## config.mk

```make
export PLATFORM = sky130hd
export DESIGN_NAME = midpoint_circle_rasterizer
export DESIGN_NICKNAME = d
export VERILOG_FILES = /design/src/rtl/mpc_pkg.sv /design/src/rtl/mpc_front.sv /design/src/rtl/mpc_queue.sv /design/src/rtl/mpc_back.sv /design/src/rtl/midpoint_circle_rasterizer.sv
export SDC_FILE = /design/constraint.sdc
export NUM_CORES = 1
export LEC_CHECK = 0
export CAP_MARGIN = 20
export CORE_AREA = 2 2 172 174
export CTS_CLUSTER_DIAMETER = 100
export CTS_CLUSTER_SIZE = 14
export DETAILED_ROUTE_END_ITERATION = 8
export DIE_AREA = 0 0 174 176
export DONT_BUFFER_PORTS = 1
export PLACE_DENSITY = 0.73
export SLEW_MARGIN = 20
export SYNTH_ARGS = -nofsm -noshare
export SYNTH_HDL_FRONTEND = slang
export SYNTH_SLANG_ARGS = --single-unit
```

## constraint.sdc

```tcl
create_clock -name clock -period 4.2 [get_ports clock]
set_clock_uncertainty 0.1 [all_clocks]
set_input_delay 0.42 -clock clock [delete_from_list [all_inputs] [get_ports clock]]
set_output_delay 0.42 -clock clock [all_outputs]
set_load 0.03 [all_outputs]
```

## src/rtl/mpc_pkg.sv

```systemverilog
// Shared constants and types for the midpoint circle rasterizer.
package mpc_pkg;

   // Width of the center and radius fields.
   localparam int COORD_BITS = 10;
   // Width of the emitted pixel coordinates, fixed by the result format.
   localparam int PIX_BITS = 12;
   // Octant point width: one more than a coordinate so that y may reach -1.
   localparam int STEP_BITS = COORD_BITS + 1;
   // Decision variable width: holds 3 - 2r and its growth exactly.
   localparam int DEC_BITS = COORD_BITS + 6;
   // Job queue between the front and the back.
   localparam int QUEUE_DEPTH = 4;
   localparam int QUEUE_PTR_BITS = $clog2(QUEUE_DEPTH);
   // One phase for each of the eight symmetric pixels.
   localparam int PHASE_BITS = 3;
   localparam logic [PHASE_BITS-1:0] PHASE_LAST = '1;

   // Request actions.
   localparam logic ACTION_START = 1'b0;
   localparam logic ACTION_STEP = 1'b1;

   // One unit of back-end work: eight pixels of a point, or one done marker.
   typedef struct packed {
      logic done;
      logic [COORD_BITS-1:0] center_x;
      logic [COORD_BITS-1:0] center_y;
      logic signed [STEP_BITS-1:0] point_x;
      logic signed [STEP_BITS-1:0] point_y;
   } job_type;

endpackage

```

## src/rtl/mpc_front.sv

```systemverilog
// Front end: takes requests, keeps the circle state and issues one job per step.
module mpc_front import mpc_pkg::*; (
   input  logic clock,
   input  logic reset,
   input  logic req_push,
   input  logic req_action,
   input  logic [COORD_BITS-1:0] req_radius,
   input  logic [COORD_BITS-1:0] req_center_x,
   input  logic [COORD_BITS-1:0] req_center_y,
   input  logic queue_full,
   output logic job_push,
   output job_type job
);

   logic active_ff, active_in;
   logic signed [STEP_BITS-1:0] step_x_ff, step_x_in;
   logic signed [STEP_BITS-1:0] step_y_ff, step_y_in;
   logic signed [DEC_BITS-1:0] decision_ff, decision_in;
   logic [COORD_BITS-1:0] center_x_ff, center_x_in;
   logic [COORD_BITS-1:0] center_y_ff, center_y_in;

   logic accept;
   logic signed [DEC_BITS-1:0] x_wide;
   logic signed [DEC_BITS-1:0] y_wide;
   logic signed [DEC_BITS-1:0] r_wide;

   assign accept = req_push && !queue_full;
   assign x_wide = DEC_BITS'(step_x_ff);
   assign y_wide = DEC_BITS'(step_y_ff);
   assign r_wide = signed'(DEC_BITS'(req_radius));

   // Job issue: every accepted step sends a job, drawing or done.
   always_comb begin
      job_push = accept && (req_action == ACTION_STEP);
      job.done = !active_ff;
      job.center_x = center_x_ff;
      job.center_y = center_y_ff;
      job.point_x = step_x_ff;
      job.point_y = step_y_ff;
   end

   // Circle state update: start loads, a drawing step advances the midpoint.
   always_comb begin
      active_in = active_ff;
      step_x_in = step_x_ff;
      step_y_in = step_y_ff;
      decision_in = decision_ff;
      center_x_in = center_x_ff;
      center_y_in = center_y_ff;
      if (accept && (req_action == ACTION_START)) begin
         center_x_in = req_center_x;
         center_y_in = req_center_y;
         step_x_in = '0;
         step_y_in = STEP_BITS'(signed'({1'b0, req_radius}));
         decision_in = DEC_BITS'(3) - (r_wide <<< 1);
         active_in = 1'b1;
      end else if (accept && active_ff) begin
         if (decision_ff[DEC_BITS-1]) begin
            decision_in = decision_ff + (x_wide <<< 2) + DEC_BITS'(6);
         end else begin
            decision_in = decision_ff + ((x_wide - y_wide) <<< 2) + DEC_BITS'(10);
            step_y_in = step_y_ff - STEP_BITS'(1);
         end
         step_x_in = step_x_ff + STEP_BITS'(1);
         active_in = !(step_x_in > step_y_in);
      end
   end

   // Control state.
   always_ff @(posedge clock) begin
      if (reset) begin
         active_ff <= 1'b0;
      end else begin
         active_ff <= active_in;
      end
   end

   // Circle payload state.
   always_ff @(posedge clock) begin
      step_x_ff <= step_x_in;
      step_y_ff <= step_y_in;
      decision_ff <= decision_in;
      center_x_ff <= center_x_in;
      center_y_ff <= center_y_in;
   end

endmodule

```

## src/rtl/mpc_queue.sv

```systemverilog
// Short job queue that decouples the front end from the pixel back end.
module mpc_queue import mpc_pkg::*; (
   input  logic clock,
   input  logic reset,
   input  logic push,
   input  job_type push_job,
   output logic full,
   input  logic pop,
   output logic head_valid,
   output job_type head_job
);

   job_type entry_ff [QUEUE_DEPTH];
   logic [QUEUE_PTR_BITS-1:0] wr_ptr_ff, wr_ptr_in;
   logic [QUEUE_PTR_BITS-1:0] rd_ptr_ff, rd_ptr_in;
   logic [QUEUE_PTR_BITS:0] count_ff, count_in;
   logic do_push, do_pop;

   assign full = (count_ff == (QUEUE_PTR_BITS+1)'(QUEUE_DEPTH));
   assign head_valid = (count_ff != '0);
   assign head_job = entry_ff[rd_ptr_ff];
   assign do_push = push && !full;
   assign do_pop = pop && head_valid;

   // Pointer and fill count update.
   always_comb begin
      wr_ptr_in = do_push ? wr_ptr_ff + QUEUE_PTR_BITS'(1) : wr_ptr_ff;
      rd_ptr_in = do_pop ? rd_ptr_ff + QUEUE_PTR_BITS'(1) : rd_ptr_ff;
      count_in = count_ff;
      if (do_push && !do_pop) begin
         count_in = count_ff + (QUEUE_PTR_BITS+1)'(1);
      end else if (do_pop && !do_push) begin
         count_in = count_ff - (QUEUE_PTR_BITS+1)'(1);
      end
   end

   // Queue control.
   always_ff @(posedge clock) begin
      if (reset) begin
         wr_ptr_ff <= '0;
         rd_ptr_ff <= '0;
         count_ff <= '0;
      end else begin
         wr_ptr_ff <= wr_ptr_in;
         rd_ptr_ff <= rd_ptr_in;
         count_ff <= count_in;
      end
   end

   // Queue storage.
   always_ff @(posedge clock) begin
      if (do_push) begin
         entry_ff[wr_ptr_ff] <= push_job;
      end
   end

endmodule

```

## src/rtl/mpc_back.sv

```systemverilog
// Back end: expands each job into its symmetric pixels or a done marker, one per cycle unless the response stalls.
module mpc_back import mpc_pkg::*; (
   input  logic clock,
   input  logic reset,
   input  logic head_valid,
   input  job_type head_job,
   output logic head_pop,
   input  logic rsp_pop,
   output logic rsp_empty,
   output logic signed [PIX_BITS-1:0] rsp_pixel_x,
   output logic signed [PIX_BITS-1:0] rsp_pixel_y,
   output logic rsp_last,
   output logic rsp_done_res
);

   logic [PHASE_BITS-1:0] phase_ff, phase_in;
   logic out_valid_ff, out_valid_in;
   logic signed [PIX_BITS-1:0] pixel_x_ff, pixel_x_in;
   logic signed [PIX_BITS-1:0] pixel_y_ff, pixel_y_in;
   logic last_ff, last_in;
   logic done_ff, done_in;

   logic load;
   logic signed [STEP_BITS-1:0] off_a, off_b;
   logic signed [PIX_BITS-1:0] ext_a, ext_b, base_x, base_y;

   // A new pixel is produced when the output register is free or drains.
   assign load = head_valid && (!out_valid_ff || rsp_pop);

   // Phase bit 2 swaps x and y, bit 1 negates the y term, bit 0 the x term.
   always_comb begin
      off_a = phase_ff[2] ? head_job.point_y : head_job.point_x;
      off_b = phase_ff[2] ? head_job.point_x : head_job.point_y;
      ext_a = PIX_BITS'(off_a);
      ext_b = PIX_BITS'(off_b);
      base_x = signed'(PIX_BITS'(head_job.center_x));
      base_y = signed'(PIX_BITS'(head_job.center_y));
   end

   // Next pixel and phase.
   always_comb begin
      phase_in = phase_ff;
      out_valid_in = out_valid_ff && !rsp_pop;
      pixel_x_in = pixel_x_ff;
      pixel_y_in = pixel_y_ff;
      last_in = last_ff;
      done_in = done_ff;
      head_pop = 1'b0;
      if (load) begin
         out_valid_in = 1'b1;
         done_in = head_job.done;
         if (head_job.done) begin
            pixel_x_in = '0;
            pixel_y_in = '0;
            last_in = 1'b1;
            head_pop = 1'b1;
         end else begin
            pixel_x_in = phase_ff[0] ? base_x - ext_a : base_x + ext_a;
            pixel_y_in = phase_ff[1] ? base_y - ext_b : base_y + ext_b;
            last_in = (phase_ff == PHASE_LAST);
            head_pop = (phase_ff == PHASE_LAST);
            phase_in = phase_ff + PHASE_BITS'(1);
         end
      end
   end

   // Control state.
   always_ff @(posedge clock) begin
      if (reset) begin
         phase_ff <= '0;
         out_valid_ff <= 1'b0;
      end else begin
         phase_ff <= phase_in;
         out_valid_ff <= out_valid_in;
      end
   end

   // Output payload register.
   always_ff @(posedge clock) begin
      pixel_x_ff <= pixel_x_in;
      pixel_y_ff <= pixel_y_in;
      last_ff <= last_in;
      done_ff <= done_in;
   end

   assign rsp_empty = !out_valid_ff;
   assign rsp_pixel_x = pixel_x_ff;
   assign rsp_pixel_y = pixel_y_ff;
   assign rsp_last = last_ff;
   assign rsp_done_res = done_ff;

endmodule

```

## src/rtl/midpoint_circle_rasterizer.sv

```systemverilog
// Top level of the midpoint circle rasterizer: front end, job queue, back end.
//
//   Channel   Handshake          Fields
//   request   req_push/req_full  action, radius, center_x, center_y
//   response  rsp_pop/rsp_empty  pixel_x, pixel_y, last, done_res
//
// A start request produces nothing. A drawing step yields eight pixels from the
// back end; a step with no circle yields one done marker. The back end's
// one-pixel-per-cycle output register sets the sustained rate when not stalled.
// Up to four steps queue between front and back, so requests keep flowing while
// the response side stalls. Reset is synchronous and leaves no circle active.
module midpoint_circle_rasterizer import mpc_pkg::*; (
   input  logic clock,
   input  logic reset,
   input  logic req_push,
   output logic req_full,
   input  logic req_action,
   input  logic [COORD_BITS-1:0] req_radius,
   input  logic [COORD_BITS-1:0] req_center_x,
   input  logic [COORD_BITS-1:0] req_center_y,
   output logic rsp_empty,
   input  logic rsp_pop,
   output logic signed [PIX_BITS-1:0] rsp_pixel_x,
   output logic signed [PIX_BITS-1:0] rsp_pixel_y,
   output logic rsp_last,
   output logic rsp_done_res
);

   logic job_push, head_valid, head_pop;
   job_type job, head_job;

   // Request side.
   mpc_front u_front (
      .clock(clock),
      .reset(reset),
      .req_push(req_push),
      .req_action(req_action),
      .req_radius(req_radius),
      .req_center_x(req_center_x),
      .req_center_y(req_center_y),
      .queue_full(req_full),
      .job_push(job_push),
      .job(job)
   );

   // Decoupling queue.
   mpc_queue u_queue (
      .clock(clock),
      .reset(reset),
      .push(job_push),
      .push_job(job),
      .full(req_full),
      .pop(head_pop),
      .head_valid(head_valid),
      .head_job(head_job)
   );

   // Pixel side.
   mpc_back u_back (
      .clock(clock),
      .reset(reset),
      .head_valid(head_valid),
      .head_job(head_job),
      .head_pop(head_pop),
      .rsp_pop(rsp_pop),
      .rsp_empty(rsp_empty),
      .rsp_pixel_x(rsp_pixel_x),
      .rsp_pixel_y(rsp_pixel_y),
      .rsp_last(rsp_last),
      .rsp_done_res(rsp_done_res)
   );

endmodule

```

==> metrics.txt <==
first-pass GRT wire length=approximately 46000 um; Die ar.=approximately 31000 um^2; Hold WC Path Type=primary input to register; Unique masters post-synth=a little over 60; CP Capture Type=register; global placement routability congestion=between 0.8 and 0.9; reg2reg setup slack=0.07 ns; largest net degree at the start of global routing=39; port bufs=0; CP Class=register to register; GRT overflow=0; Final HPWL DP=20400 um; Num CTS Buffers=23; clock slew at reported path FFs=around 0.08 ns; Slew HR=0.376; Fmax achieved=242 MHz; Mapped Cells=about 1100; CTS tree=yes; pwr/cell area=slightly above 700 nW/um^2; Req. time, crit path=about 4.5 ns; Min Hold Slack=just over 0.03 ns; worst vdd ir=0.328 mV; Post-synth EDFFs=243; commonest cells after routing, fill and taps aside=edfxtp_1 (243), ha_1 (101), nor2_1 (100); status=completed; endpoints failing setup=0; 1st-iter DRT viols=between 500 and 600; fin crit share=0.984; ys async rst share=0; Yosys reg bits=between 200 and 300; Clk Latency, worst-skew pair=~0.52 ns; DRT Pass-1 Iters=4; Top FF cell, synth=edfxtp_1; Routed WL=28900 um; most common library cell in the layout ignoring fill and taps=edfxtp_1; root buf cell=clkbuf_16; fin. max-slew vios=0; R2R depth=17; core area=about 29000 um^2; Vias/cell=5.60; Ports=between 60 and 70; TNS Setup=0 ns; htree depth=1; clk buf depth=3; # diodes=0; fin nets=1305; layout cell share with drive strength beyond 1=0.144; antenna-violating nets left=0; Die X-Extent=between 150 and 200 um; post-synthesis sequential area ratio=0.548; initial antenna violation count=0; Remaining DRCs=0; mapped cell area=14300 um^2; row cnt=62; Initial Utilization=0.499; DR vias=between 8000 and 9000; WL/cell=~19 um; Die Ht=approximately 180 um; Hold Path Depth=2; Final Hold Viols=0; Ys Warns=0; max-cap viol count=0; Total Routing Usage GR=0.190; crit path time final=~4.1 ns; unrepaired setup endpoints after global routing=yes; Pleak=just under 0.006 uW; Syn Area/Cell=approximately 13 um^2; crit path max fanout=3; critical path arrival=approximately 4.4 ns; CP Launch Type=register; worst-margin pin slew=approximately 0.94 ns; number of global-route vias before repair=8762; post-placement cell area=between 15000 and 20000 um^2; Layout area overhead=12.5%; final instance area=~16000 um^2; syn_nets=between 1000 and 1500; # clock sinks=around 270
==> cell families (layout without fill, tap and decap cells) <==
logic type	after synthesis	in the layout	share of synthesized area
multiplexers	77	77	0.100
flip-flops	269	269	0.548
AND/OR/NAND/NOR	276	276	0.0921
adder cells (fa/ha/maj)	112	112	0.101
buffers and inverters	83	175	0.0246
AO/OA/AOI/OAI	169	169	0.0746
XOR/XNOR	96	96	0.0590
==> area by class of cell <==
cell class	count	area [um^2]
fill	2293	12500
inverter	54	203
timing repair buffer	80	677
sequential	269	7820
clock inverter	3	23.8
clock buffer	38	632
multi-input combinational	730	6200
tap	384	480
==> critical path, cell delays in order, from the launching register on <==
cell       delay, ns
edfxtp_1        0.37
ha_2            0.20
inv_2           0.05
fa_2            0.41
a21o_1          0.18
a21oi_2         0.14
o21bai_1        0.09
a21oi_2         0.21
xnor2_1         0.11
ha_1            0.34
ha_4            0.26
a2111oi_4       0.33
nor2b_4         0.21
o21ai_2         0.08
o41ai_2         0.31
xnor2_1         0.12
or4_1           0.40
nand3_1         0.09
==> power by group <==
group	switching (uW)	internal (uW)	leakage, uW	total (uW)
clock	932	1030	0.000313	1960
combinational	3000	2530	0.00312	5520
sequential	512	3560	0.00248	4070
==> layer usage <==
layer,track usage,vias up,part of all wire
met3,0.0252,36,0.042
met1,0.255,4279,0.45
met4,0.0469,0,0.018
met5,0,-,0
met2,0.330,200,0.49
li1,-,4216,-
==> cells in the mapped netlist, types with 3 or more instances <==
library cell | number | area (um^2)
fa_1 | 6 | 120
edfxtp_1 | 243 | 7300
a31o_2 | 4 | 35.0
nor4_1 | 6 | 37.5
o41ai_1 | 4 | 35.0
mux2i_4 | 4 | 90.1
dfxtp_1 | 26 | 521
a311oi_1 | 3 | 26.3
a31oi_1 | 8 | 50.1
or3_1 | 6 | 37.5
inv_1 | 54 | 203
and3_1 | 15 | 93.8
nor2_1 | 100 | 375
or2_2 | 3 | 18.8
mux4_1 | 10 | 263
nor3b_1 | 4 | 30.0
mux4_2 | 35 | 788
mux2_2 | 4 | 45.0
nand4_1 | 6 | 37.5
nand3_1 | 17 | 85.1
a211oi_1 | 7 | 52.6
xor2_1 | 49 | 429
or4_1 | 3 | 22.5
a21o_1 | 9 | 67.6
a21oi_1 | 50 | 250
o211ai_1 | 7 | 52.6
nand2_1 | 58 | 218
clkbuf_1 | 14 | 52.6
xnor2_1 | 47 | 412
ha_1 | 106 | 1330
nor3_1 | 20 | 100
buf_2 | 6 | 30.0
nor2b_1 | 15 | 93.8
and2_1 | 5 | 31.3
buf_1 | 6 | 22.5
mux2i_1 | 24 | 240
o21ai_0 | 41 | 205
o31ai_1 | 4 | 30.0
nand2b_1 | 12 | 75.1
o21bai_1 | 4 | 30.0
o21a_1 | 11 | 82.6
==> final timing paths <==
path                                           start                       to
worst min register to register   u_back.out_valid_ff      u_back.out_valid_ff
worst max-delay path            u_front.step_y_ff[0]  u_front.decision_ff[15]
worst min-delay path                           reset        u_front.active_ff
worst max register to register  u_front.step_y_ff[0]  u_front.decision_ff[15]
==> flip-flops by register name, summed over array words and instances (netlist names), named ones only <==
register             cells
u_back.rsp_last          1
u_front.center_x_ff     10
u_back.out_valid_ff      1
u_front.active_ff        1
u_queue.rd_ptr_ff        2
u_back.rsp_done_res      1
u_front.center_y_ff     10
u_queue.entry_ff       172
u_back.rsp_pixel_x      12
u_queue.count_ff         3
u_back.rsp_pixel_y      12
u_front.step_x_ff       11
u_front.decision_ff     15
u_queue.wr_ptr_ff        2
u_front.step_y_ff       11
u_back.phase_ff          3
==> per-stage QoR <==
step / cells / power (uW) / setup slack [ns] / util
after floorplan: 1082 / 8140 / 0.0157 / -
after global placement: 1488 / 9240 / -0.0538 / 0.526
after detailed placement: 1488 / 9430 / -0.199 / 0.526
after CTS: 1553 / 11500 / 0.0486 / 0.559
after global routing: 1558 / 12400 / -0.0763 / 0.562
final: 1558 / 11600 / 0.0654 / 0.562
==> what timing repair did <==
item | CTS | global route
hold buffers | 24 | 0
hold endpoints to repair | 36 | 0
setup endpoints to repair | 4 | 10
buffers inserted | 0 | 5
gates resized for setup | 7 | 26
cloned | 0 | 0
pin swaps | 0 | 16
Note: power is estimated with default switching activity, not from simulation.
